<file path="src/design/tzc_pkg.sv">
// tzc_pkg: shared types, codes and constants of the trajectory zone classifier.
// No dependencies; imported by every module of the block.
`default_nettype none

package tzc_pkg;

	localparam int COORD_W       = 16;
	localparam int FRAME_W       = 32;
	localparam int KIND_W        = 2;
	localparam int NUM_RECTS     = 4;
	localparam int NUM_CLASSES   = 7;
	localparam int OUT_CNT_W     = 10;
	localparam int COUNT_W_DEF   = 10;

	localparam int NUM_REGS      = 2 * NUM_RECTS;
	localparam int REG_W         = 64;
	localparam int REG_IDX_W     = $clog2(NUM_REGS);
	localparam int REG_SEL_LSB   = 3;
	localparam int ADDR_W        = REG_IDX_W + REG_SEL_LSB;

	localparam int IN_TDATA_W    = 4 * COORD_W + FRAME_W;

	localparam logic [REG_W-1:0] RECT_RESET = 64'h0000_0000_FFFF_FFFF;

	localparam logic [KIND_W-1:0] KIND_TRAJ      = 2'd0;
	localparam logic [KIND_W-1:0] KIND_TRAJ_END  = 2'd1;
	localparam logic [KIND_W-1:0] KIND_FRAME_END = 2'd2;

	typedef struct packed {
		logic [COORD_W-1:0] y2;
		logic [COORD_W-1:0] x2;
		logic [COORD_W-1:0] y1;
		logic [COORD_W-1:0] x1;
	} rect_t;

	typedef enum logic [1:0] {
		LOC_ENTRANCE = 2'd0,
		LOC_BORDER   = 2'd1,
		LOC_NOWHERE  = 2'd2
	} loc_t;

	typedef enum logic [2:0] {
		CLS_IN        = 3'd0,
		CLS_OUT       = 3'd1,
		CLS_FLYBY_IN  = 3'd2,
		CLS_FLYBY_OUT = 3'd3,
		CLS_LOST_IN   = 3'd4,
		CLS_LOST_OUT  = 3'd5,
		CLS_LOST      = 3'd6
	} cls_t;

	typedef struct packed {
		logic [FRAME_W-1:0] frame;
		logic [COORD_W-1:0] end_y;
		logic [COORD_W-1:0] end_x;
		logic [COORD_W-1:0] start_y;
		logic [COORD_W-1:0] start_x;
		logic [KIND_W-1:0]  kind;
	} item_t;

	// one processed item handed to the statistics stage
	typedef struct packed {
		logic               go;
		logic [KIND_W-1:0]  kind;
		loc_t               first;
		loc_t               last;
		logic [FRAME_W-1:0] frame;
	} stats_req_t;

	typedef struct packed {
		logic [1:0]                              pad;
		logic [NUM_CLASSES-1:0][OUT_CNT_W-1:0]   counts;
		logic [FRAME_W-1:0]                      frame;
	} report_t;

	localparam int OUT_TDATA_W = $bits(report_t);

endpackage

`default_nettype wire

</file>
<file path="src/design/tzc_regs.sv">
// tzc_regs: APB register file holding the four entrance and four border rectangles.
// Depends on tzc_pkg.
`default_nettype none

module tzc_regs import tzc_pkg::*; (
	input  wire logic                        clk,
	input  wire logic                        arst_n,
	input  wire logic                        psel,
	input  wire logic                        penable,
	input  wire logic                        pwrite,
	input  wire logic [ADDR_W-1:0]           paddr,
	input  wire logic [REG_W-1:0]            pwdata,
	output logic      [REG_W-1:0]            prdata,
	output logic                             pready,
	output rect_t     [NUM_RECTS-1:0]        entrance,
	output rect_t     [NUM_RECTS-1:0]        border
);

	logic [REG_W-1:0] regs_q [NUM_REGS];
	logic [REG_IDX_W-1:0] sel;

	assign pready = 1'b1;
	assign sel    = paddr[ADDR_W-1:REG_SEL_LSB];
	assign prdata = regs_q[sel];

	always_ff @(posedge clk or negedge arst_n) begin
		if (!arst_n) begin
			for (int i = 0; i < NUM_REGS; i++) begin
				regs_q[i] <= RECT_RESET;
			end
		end else if (psel && penable && pwrite && pready) begin
			regs_q[sel] <= pwdata;
		end
	end

	always_comb begin
		for (int i = 0; i < NUM_RECTS; i++) begin
			entrance[i] = rect_t'(regs_q[i]);
			border[i]   = rect_t'(regs_q[NUM_RECTS + i]);
		end
	end

endmodule

`default_nettype wire

</file>
<file path="src/design/tzc_locate.sv">
// tzc_locate: places one point in an entrance rectangle, a border rectangle or nowhere.
// Depends on tzc_pkg.
`default_nettype none

module tzc_locate import tzc_pkg::*; (
	input  wire rect_t [NUM_RECTS-1:0] entrance,
	input  wire rect_t [NUM_RECTS-1:0] border,
	input  wire logic [COORD_W-1:0] x,
	input  wire logic [COORD_W-1:0] y,
	output loc_t                    loc
);

	logic [NUM_RECTS-1:0] in_ent;
	logic [NUM_RECTS-1:0] in_brd;

	always_comb begin
		for (int i = 0; i < NUM_RECTS; i++) begin
			in_ent[i] = (x >= entrance[i].x1) && (x <= entrance[i].x2) &&
			            (y >= entrance[i].y1) && (y <= entrance[i].y2);
			in_brd[i] = (x >= border[i].x1) && (x <= border[i].x2) &&
			            (y >= border[i].y1) && (y <= border[i].y2);
		end
		if (|in_ent) begin
			loc = LOC_ENTRANCE;
		end else if (|in_brd) begin
			loc = LOC_BORDER;
		end else begin
			loc = LOC_NOWHERE;
		end
	end

endmodule

`default_nettype wire

</file>
<file path="src/design/tzc_stats.sv">
// tzc_stats: class decode, saturating per-class counters and the report output register.
// Depends on tzc_pkg.
`default_nettype none

module tzc_stats import tzc_pkg::*; #(
	parameter int COUNT_WIDTH = COUNT_W_DEF
) (
	input  wire logic                   clk,
	input  wire logic                   arst_n,
	input  wire stats_req_t             req,
	output logic                        out_free,
	output logic                        m_axis_tvalid,
	input  wire logic                   m_axis_tready,
	output logic [OUT_TDATA_W-1:0]      m_axis_tdata
);

	localparam logic [COUNT_WIDTH-1:0] CNT_MAX = {COUNT_WIDTH{1'b1}};

	logic [COUNT_WIDTH-1:0] cnt_q    [NUM_CLASSES];
	logic [COUNT_WIDTH-1:0] cnt_next [NUM_CLASSES];
	logic [NUM_CLASSES-1:0] inc;
	cls_t                   cls;
	logic                   hit;
	logic                   emit;
	logic                   out_valid_q;
	report_t                report_q;
	report_t                report_d;

	assign hit  = req.go && (req.kind == KIND_TRAJ || req.kind == KIND_TRAJ_END);
	assign emit = req.go && (req.kind == KIND_TRAJ_END || req.kind == KIND_FRAME_END);

	always_comb begin
		case (req.last)
			LOC_ENTRANCE: begin
				case (req.first)
					LOC_BORDER:   cls = CLS_IN;
					LOC_ENTRANCE: cls = CLS_FLYBY_IN;
					default:      cls = CLS_LOST_IN;
				endcase
			end
			LOC_BORDER: begin
				case (req.first)
					LOC_ENTRANCE: cls = CLS_OUT;
					LOC_BORDER:   cls = CLS_FLYBY_OUT;
					default:      cls = CLS_LOST_OUT;
				endcase
			end
			default: cls = CLS_LOST;
		endcase
	end

	for (genvar g = 0; g < NUM_CLASSES; g++) begin : g_cnt
		assign inc[g]      = hit && (cls == cls_t'(3'(g))) && (cnt_q[g] != CNT_MAX);
		assign cnt_next[g] = cnt_q[g] + COUNT_WIDTH'(inc[g]);
		assign report_d.counts[g] = OUT_CNT_W'(cnt_next[g]);
	end

	assign report_d.pad   = '0;
	assign report_d.frame = req.frame;

	always_ff @(posedge clk or negedge arst_n) begin
		if (!arst_n) begin
			for (int i = 0; i < NUM_CLASSES; i++) begin
				cnt_q[i] <= '0;
			end
		end else if (emit) begin
			for (int i = 0; i < NUM_CLASSES; i++) begin
				cnt_q[i] <= '0;
			end
		end else if (hit) begin
			for (int i = 0; i < NUM_CLASSES; i++) begin
				cnt_q[i] <= cnt_next[i];
			end
		end
	end

	always_ff @(posedge clk or negedge arst_n) begin
		if (!arst_n) begin
			out_valid_q <= 1'b0;
		end else if (emit) begin
			out_valid_q <= 1'b1;
		end else if (m_axis_tready) begin
			out_valid_q <= 1'b0;
		end
	end

	always_ff @(posedge clk) begin
		if (emit) begin
			report_q <= report_d;
		end
	end

	assign out_free      = !out_valid_q || m_axis_tready;
	assign m_axis_tvalid = out_valid_q;
	assign m_axis_tdata  = report_q;

	// a report clears every counter
	a_clear_after_report: assert property (@(posedge clk) disable iff (!arst_n)
		emit |=> (cnt_q[0] == '0) && (cnt_q[1] == '0) && (cnt_q[2] == '0) &&
		         (cnt_q[3] == '0) && (cnt_q[4] == '0) && (cnt_q[5] == '0) &&
		         (cnt_q[6] == '0))
		else $error("counters not cleared after report");

	// counters move only with a processed trajectory or report
	a_cnt_hold: assert property (@(posedge clk) disable iff (!arst_n)
		!req.go |=> $stable(cnt_q[0]) && $stable(cnt_q[1]) && $stable(cnt_q[2]) &&
		            $stable(cnt_q[3]) && $stable(cnt_q[4]) && $stable(cnt_q[5]) &&
		            $stable(cnt_q[6]))
		else $error("counter changed without a processed item");

	// a plain trajectory never produces a report
	a_no_report_on_traj: assert property (@(posedge clk) disable iff (!arst_n)
		(req.go && req.kind == KIND_TRAJ) |=> !$rose(m_axis_tvalid))
		else $error("report raised by a plain trajectory");

	// at most one class counts per trajectory
	a_one_class: assert property (@(posedge clk) disable iff (!arst_n)
		$onehot0(inc))
		else $error("more than one class counted");

endmodule

`default_nettype wire

</file>
<file path="src/design/trajectory_zone_classifier_top.sv">
// trajectory_zone_classifier_top: input register, point location and statistics.
// Depends on tzc_pkg, tzc_regs, tzc_locate, tzc_stats.
//
// Accepts one word per clock; only a trajectory-end or frame-end word is held, in
// the input register, while the previous report has not been taken, and plain
// trajectory words flow on while a report waits. A word's two points are located
// against the rectangles from that register; when it goes on, a trajectory or
// trajectory-end word bumps its class counter and a trajectory-end or frame-end word
// loads the report register in that same cycle. Rectangles are written over APB at
// byte address 8*i (entrance 0..3, then border 0..3) while the stream is idle.
`default_nettype none

module trajectory_zone_classifier_top import tzc_pkg::*; #(
	parameter int COUNT_WIDTH = COUNT_W_DEF
) (
	input  wire logic                    clk,
	input  wire logic                    arst_n,
	input  wire logic                    psel,
	input  wire logic                    penable,
	input  wire logic                    pwrite,
	input  wire logic [ADDR_W-1:0]       paddr,
	input  wire logic [REG_W-1:0]        pwdata,
	output logic      [REG_W-1:0]        prdata,
	output logic                         pready,
	input  wire logic                    s_axis_tvalid,
	output logic                         s_axis_tready,
	// start_x, start_y, end_x, end_y, frame_number
	input  wire logic [IN_TDATA_W-1:0]   s_axis_tdata,
	// kind
	input  wire logic [KIND_W-1:0]       s_axis_tuser,
	output logic                         m_axis_tvalid,
	input  wire logic                    m_axis_tready,
	// report_frame, count_in, count_out, count_flyby_in, count_flyby_out,
	// count_lost_in, count_lost_out, count_lost, 2 zero bits
	output logic [OUT_TDATA_W-1:0]       m_axis_tdata
);

	rect_t [NUM_RECTS-1:0] entrance;
	rect_t [NUM_RECTS-1:0] border;
	item_t                 item_s1;
	logic                  valid_s1;
	logic                  need_out;
	logic                  out_free;
	logic                  go;
	loc_t                  loc_first;
	loc_t                  loc_last;
	stats_req_t            req;

	tzc_regs u_regs (
		.clk      (clk),
		.arst_n   (arst_n),
		.psel     (psel),
		.penable  (penable),
		.pwrite   (pwrite),
		.paddr    (paddr),
		.pwdata   (pwdata),
		.prdata   (prdata),
		.pready   (pready),
		.entrance (entrance),
		.border   (border)
	);

	assign need_out      = (item_s1.kind == KIND_TRAJ_END) || (item_s1.kind == KIND_FRAME_END);
	assign go            = valid_s1 && (!need_out || out_free);
	assign s_axis_tready = !valid_s1 || go;

	always_ff @(posedge clk or negedge arst_n) begin
		if (!arst_n) begin
			valid_s1 <= 1'b0;
		end else if (s_axis_tready) begin
			valid_s1 <= s_axis_tvalid;
		end
	end

	always_ff @(posedge clk) begin
		if (s_axis_tvalid && s_axis_tready) begin
			item_s1 <= item_t'({s_axis_tdata, s_axis_tuser});
		end
	end

	tzc_locate u_loc_first (
		.entrance (entrance),
		.border   (border),
		.x        (item_s1.start_x),
		.y        (item_s1.start_y),
		.loc      (loc_first)
	);

	tzc_locate u_loc_last (
		.entrance (entrance),
		.border   (border),
		.x        (item_s1.end_x),
		.y        (item_s1.end_y),
		.loc      (loc_last)
	);

	assign req.go    = go;
	assign req.kind  = item_s1.kind;
	assign req.first = loc_first;
	assign req.last  = loc_last;
	assign req.frame = item_s1.frame;

	tzc_stats #(
		.COUNT_WIDTH (COUNT_WIDTH)
	) u_stats (
		.clk           (clk),
		.arst_n        (arst_n),
		.req           (req),
		.out_free      (out_free),
		.m_axis_tvalid (m_axis_tvalid),
		.m_axis_tready (m_axis_tready),
		.m_axis_tdata  (m_axis_tdata)
	);

endmodule

`default_nettype wire
</file>
<file path="config.mk">
export PLATFORM = sky130hd
export DESIGN_NAME = trajectory_zone_classifier_top
export DESIGN_NICKNAME = d
export VERILOG_FILES = /design/src/design/tzc_pkg.sv /design/src/design/tzc_regs.sv /design/src/design/tzc_locate.sv /design/src/design/tzc_stats.sv /design/src/design/trajectory_zone_classifier_top.sv
export SDC_FILE = /design/constraint.sdc
export NUM_CORES = 2
export LEC_CHECK = 0
export BUFFER_PORTS_ARGS = -buffer_cell sky130_fd_sc_hd__buf_2
export CAP_MARGIN = 20
export CORE_MARGIN = 8
export CORE_UTILIZATION = 60
export CTS_BUF_LIST = sky130_fd_sc_hd__clkbuf_4
export CTS_CLUSTER_SIZE = 30
export DETAILED_ROUTE_END_ITERATION = 8
export PLACE_DENSITY_LB_ADDON = 0.2
export SKIP_LAST_GASP = 1
export SLEW_MARGIN = 5
export SYNTH_ARGS = -nofsm -noshare
export SYNTH_HDL_FRONTEND = slang
export SYNTH_SLANG_ARGS = --single-unit
</file>
<file path="constraint.sdc">
create_clock -name clk -period 8.05 [get_ports clk]
set_input_delay 2.415 -clock clk [delete_from_list [all_inputs] [get_ports clk]]
set_output_delay 2.415 -clock clk [all_outputs]
set_load 0.05 [all_outputs]
</file>
### Word level (Yosys, flattened, before mapping)

Cells that the tools add are included.

| word-level totals | value |
|---|---|
| register bits after elaboration | 784 |
| input port bits | 175 |
| output and inout port bits | 171 |
| word-level logic and storage cells | 226 |

| operators by class | value |
|---|---|
| add/sub/neg operators | 7 |
| magnitude comparators | 66 |
| equality and inequality tests | 17 |
| mux-type cells | 17 |
| bitwise logic cells | 1 |
| reduce and logical (&&, ||, !) cells | 87 |

Operators by type and width:

| kind | count |
|---|---|
| $bwmux 512 | 1 |
| $ge 16x16->1 | 32 |
| $le 16x16->1 | 32 |
| $bmux 64 s3 | 1 |
| $demux 64 s3 | 1 |
| $mux 64 | 3 |
| $mux 70 | 2 |
| $add 10x1->10 | 7 |
| $ne 10x10->1 const B | 7 |
| $logic_and 1x1->1 | 69 |
| $pmux 3 s2 | 3 |
| $reduce_or 4->1 | 4 |
| $eq 3x3->1 const B | 3 |
| $mux 2 | 4 |
| $eq 2x1->1 const B | 3 |
| $eq 3x2->1 const B | 2 |
| $logic_not 2->1 | 3 |
| $logic_or 1x1->1 | 5 |
| $ge 4x4->1 const B | 1 |
| $lt 4x1->1 const B | 1 |
| $not 3->4 | 1 |
| $reduce_bool 2->1 | 2 |
| $eq 3x1->1 const B | 1 |
| $logic_not 1->1 | 3 |
| other kinds (3) | 4 |

### Logic depth before layout (Yosys ltp)

| logic depth | value |
|---|---|
| word-level depth | 16 |
| mapped depth | 18 |
| depth with buffers taken out | 18 |

### By module

From an unflattened synthesis, not the netlist that was laid out.

| unflattened totals | value |
|---|---|
| cell total of the unflattened synthesis | 5,457 |
| area total of the unflattened synthesis | 58,693.8 um^2 |

Modules (own cells, without submodules):

| module | instances | cells each | area an instance (um^2) | seq. area each (um^2) |
|---|---|---|---|---|
| tzc_locate | 2 | 1,737 | 12,513.3 | 0.0 |
| tzc_regs | 1 | 1,328 | 23,381.2 | 13,132.6 |
| tzc_stats | 1 | 549 | 7,273.2 | 4,839.6 |
| trajectory_zone_classifier_top | 1 | 106 | 3,012.9 | 2,967.8 |

### Worst setup path after synthesis

OpenSTA, ideal clock, no wires.

| timing path | value |
|---|---|
| kind | input to output |
| start | input paddr[4] |
| end | output prdata[18] |
| arrival time | 4.070 ns |
| required time | 5.635 ns |
| slack | 1.565 ns |
| stages on the path | 5 |
| path buffers | 2 |
| cell sequence | clkbuf_1 nor3_1 clkbuf_1 a22oi_1 nand4_1 |

| on the way | value |
|---|---|
| cells in the longest elaborated chain, start to end | 4 |

Ends and longest elaborated chain:

| element | RTL line | RTL |
|---|---|---|
| start, declared | trajectory_zone_classifier_top.sv:21 | `input wire logic [ADDR_W-1:0] paddr,` |
| $not 3->4 (not written as such) | tzc_regs.sv:24 | `assign prdata = regs_q[sel];` |
| $bmux 64 s3 | tzc_regs.sv:24 |  |
| $mux 64 (not written as such) (2 in series) | tzc_regs.sv:24 |  |
| end, declared | trajectory_zone_classifier_top.sv:23 | `output logic [REG_W-1:0] prdata,` |

No other way between the ends. The select of a mux whose other input is x is not followed.

### Final worst setup path

| timing path | value |
|---|---|
| start | input paddr[3] |
| end | output prdata[32] |

Same word-level chain as after synthesis.

==> summary by stage <==
Timing
The count of endpoints failing hold in the final timing report is 0. Setup repair after global routing left no endpoint under its margin. Of the available clock period, the critical path in the final layout requires 85.7%.

The routed design could run at a clock period as short as 6.90 ns. The final setup TNS is 0 ns. In the post-route analysis, the smallest setup slack over all paths is approximately 1.1 ns.

The transition time at the pin with the least slew margin is around 1.3 ns. In this run the tightest slew margin relative to its limit is 15.1%. Static timing analysis puts the maximum clock frequency at 145 MHz.

The worst slack on hold paths is 0.417 ns. Setup violations remaining at the end of the flow were counted as 0. Across the routed clock network, the largest skew measured is 0.0810 ns. The final number of max-transition violations is 0.

Floorplan
The floorplan step defined a core boundary enclosing 0.0912 sq mm. The initial utilization of the core area, before any placement, comes to 60.2%. The floorplan step set the die height to 319 microns.

The die covers 0.102 sq mm. The die span in x is between 300 and 400 microns. Pin placement for this block handled between 300 and 400 I/O pins.

After floorplanning, the core was divided into 111 placement rows.

Routing
In the routed layout, each cell is associated on average with a via count of 6.36. The remaining number of nets flagged by the antenna check after routing is 0. For this run, design rule violations remaining after detail routing come to 0. The first-iteration detailed-routing DRC count is 4655.

The number of optimization iterations in the first detailed-route pass is 6. The final layout contains routed wiring with a total length of 189 mm. Detailed routing inserted a total of 47900 vias.

The post-detailed-route wirelength per cell is 25.1 microns.

Final layout
The final standard cell area without fillers is roughly 0.06 sq mm. From synthesis to final layout, the design area changed by 10.6%. The area taken by flip-flops and latches is ~0.021 sq mm. The proportion of layout cells with a drive suffix above 1 is 17.5%.

The filler cells instantiated in the layout total 7405. For this run, the post-layout net count is 7359. The final standard cell utilization of the core is 66.6%. Summing all multi-input logic gate instances after layout gives 0.0310 sq mm.

GRT
The initial antenna violation count was 19. The overall global routing resource usage is 36.3%. Entering global routing, the biggest net connects ~180 pins. For this run the aggregate overflow at the end of global routing stands at 0. The via count of the first global-routing pass came to 47700.

The first-pass GRT wire length is approximately 280 mm.

Placement
During placement, the flow inserted port buffers numbering 339. The final weighted congestion of routability-driven global placement is 0.980. The HPWL reported at the end of detailed placement is roughly 140 mm. Prior to clock tree synthesis, the placed netlist has a worst setup slack of 1.18 ns.

The placed cell area is about 0.058 sq mm.

Outcome
The run finished with clean final reports.

Clocking
In this run the post-CTS setup repair buffer count came out at 0. Clock tree synthesis selected as its root buffer the cell clkbuf_4. The clock tree synthesis step divided the H-tree into 4 levels. The number of buffers on the longest clock path is 3.

The clock-pin slew reported for the worst setup and hold paths after clock tree synthesis is roughly 0.070 ns. The clock sink total is just under 800. Buffers inserted to repair hold after CTS numbered 0. In this run, post-CTS repair resized a total of 0 instances. For the worst-skew pair, the clock arrives at the later sink with an insertion delay of between 1 and 1.5 ns. TritonCTS built the clock tree.

Counting the buffers created by CTS gives 210.

Critical path
The class of the most critical setup path is input port to output pin. The arrival time reported for the critical path endpoint is 4.49 ns. The worst setup path is captured at an output pin.

The path depth of the worst reg2reg path is 17. The worst register-to-register path begins at item_s1[3]$_DFFE_PP_. STA classifies the critical path startpoint as an input port. The startpoint of the worst setup timing path is paddr[3]. The highest fanout seen on the critical path is 33.

The slack of the worst reg-to-reg path is 1.93 ns. The endpoint identified for the worst register-to-register timing path is u_stats.cnt_q[28]$_DFFE_PN0P_. The required time of the worst setup path is 5.64 ns. The most critical setup path has its endpoint at prdata[32].

Synthesis
The share of async-settable or async-resettable flops after synthesis is 74.5%. The cell count after synthesis is 5756. After synthesis, the mean cell area works out to 9.54 sq um. Of the synthesized area, sequential elements account for 38.1%. The cell area after synthesis is 0.0549 sq mm.

In this run, synthesis produced a sequential element count of 784. The synthesized design contains 200 enable-type register cells. Yosys attributes the largest share of cell area to ha_1 (24%), dfrtp_1 (15%), dfstp_2 (12%), edfxtp_1 (11%), o21ai_0 (5.5%).

The biggest area contributor in the post-synthesis netlist is ha_1. The synthesized design devotes to its leading area cell type 23.7% of total area. The distinct cell type count after synthesis is 80. During synthesis, Yosys emitted a total of 0 warnings.

Among all flip-flop cells after synthesis, the most frequent one is dfrtp_1.

Flow run
The tool flagged a number of max-cap violations equal to 0.

Min path
The min-delay analysis places its worst path in the category flop to flop. The worst hold path was traced through 0 stages.

Power
Summed over all cells, the static leakage comes to 28.5 nW. Dividing total power by cell area gives a power density of between 200 and 250 mW/mm^2. The maximum vdd ir drop is around 170 uV.
## stage by stage
step	cells	total power (W)
after floorplan	5757	0.00892
after global placement	7115	0.0105
after detailed placement	7116	0.0108
after CTS	7501	0.0145
after global routing	7514	0.0155
final	7524	0.0146
## Yosys cell counts, drive strengths merged, types with 8 or more instances
master	count
or4	15
ha	1040
a211o	14
inv	514
xnor2	37
a221oi	25
nor3b	8
edfxtp	200
dfrtp	328
o21ai	610
nand4	238
a2111oi	17
buf	88
o211ai	39
a31oi	12
o31ai	9
a21o	123
and4	25
or3	25
o21a	17
nor2	146
xor2	51
a211oi	45
a21oi	362
nor4	17
clkbuf	166
a22oi	264
nand2b	29
mux2	32
nor2b	49
nor3	44
nand2	690
dfstp	256
nand3	126
## final cells by class
type                       count  area share [%]
antenna                       21          0.0865
clock buffer                 321            3.97
clock inverter                64           0.603
inverter                     514            3.18
multi-input combinational   4205            51.0
sequential                   784            34.5
tap                         1186            2.44
timing repair buffer         429            4.28
## registers in the layout (all words and copies together), names as in the netlist
register / count
valid_s1: 1
u_regs.border: 256
item_s1: 98
u_stats.m_axis_tvalid: 1
u_stats.cnt_q: 70
u_stats.m_axis_tdata: 102
u_regs.entrance: 256
## power by group
group	internal, W	switching [W]	total, W
combinational	0.00185	0.00351	0.00536
sequential	0.00500	0.000531	0.00554
clock	0.00192	0.00181	0.00372
total	0.00877	0.00585	0.0146
## how the worst min path moves through the flow
stage / from / to / slack, ns
floorplan: item_s1[66]$_DFFE_PP_ / u_stats.m_axis_tdata[0]$_DFFE_PP_ / 0.40
global placement: item_s1[68]$_DFFE_PP_ / u_stats.m_axis_tdata[2]$_DFFE_PP_ / 0.40
detailed placement: item_s1[90]$_DFFE_PP_ / u_stats.m_axis_tdata[24]$_DFFE_PP_ / 0.40
CTS: item_s1[67]$_DFFE_PP_ / u_stats.m_axis_tdata[1]$_DFFE_PP_ / 0.42
global route: item_s1[71]$_DFFE_PP_ / u_stats.m_axis_tdata[5]$_DFFE_PP_ / 0.42
finish: item_s1[71]$_DFFE_PP_ / u_stats.m_axis_tdata[5]$_DFFE_PP_ / 0.42
## cells by family after synthesis
| logic type | share of synthesized area [%] |
|---|---|
| xor gates and xnor gates | 1.40 |
| DFF | 38.1 |
| buffers and inverters | 5.73 |
| AOI/OAI and AO/OA | 17.9 |
| muxes | 0.656 |
| adders and majority gates | 23.7 |
| and+or+nand+nor | 12.5 |
| other | 0.0137 |
## cells in the final DEF (no fill, tap or decap), types with 8 or more instances in the layout
master / instances
nor2b_1: 49
a21o_1: 122
a221oi_1: 25
o211ai_1: 39
buf_4: 72
inv_1: 514
a211o_1: 14
nand2b_1: 29
nand4_1: 236
ha_1: 1040
nor2_4: 8
nand3_1: 126
or3_1: 25
clkinv_1: 47
dfstp_2: 256
clkbuf_4: 322
a2111oi_0: 14
nor2_1: 138
o21a_1: 17
nand2_1: 690
o31ai_1: 9
dfrtp_1: 328
and4_1: 24
nor4_1: 13
xor2_1: 51
buf_12: 16
a211oi_1: 43
edfxtp_1: 200
a21oi_1: 357
a31oi_1: 12
o21ai_0: 608
buf_2: 338
nor3_1: 42
or4_1: 14
a22oi_1: 264
xnor2_1: 37
mux2_2: 32
diode_2: 21
## routing by layer
| layer | share of wire [%] | routed length [microns] | GRT usage [%] |
|---|---|---|---|
| met5 | 0.019 | 36 | 0 |
| met4 | 7.0 | 13300 | 23.3 |
| met3 | 10 | 19800 | 9.57 |
| met2 | 44 | 83600 | 56.5 |
| met1 | 38 | 72300 | 44.6 |
## critical path: stages
cell	delay, ns
buf_2	0.25
and3b_4	0.72
buf_4	0.45
a22oi_1	0.11
nand4_1	0.21
buf_2	0.30
Power figures use the tool's default switching activity.
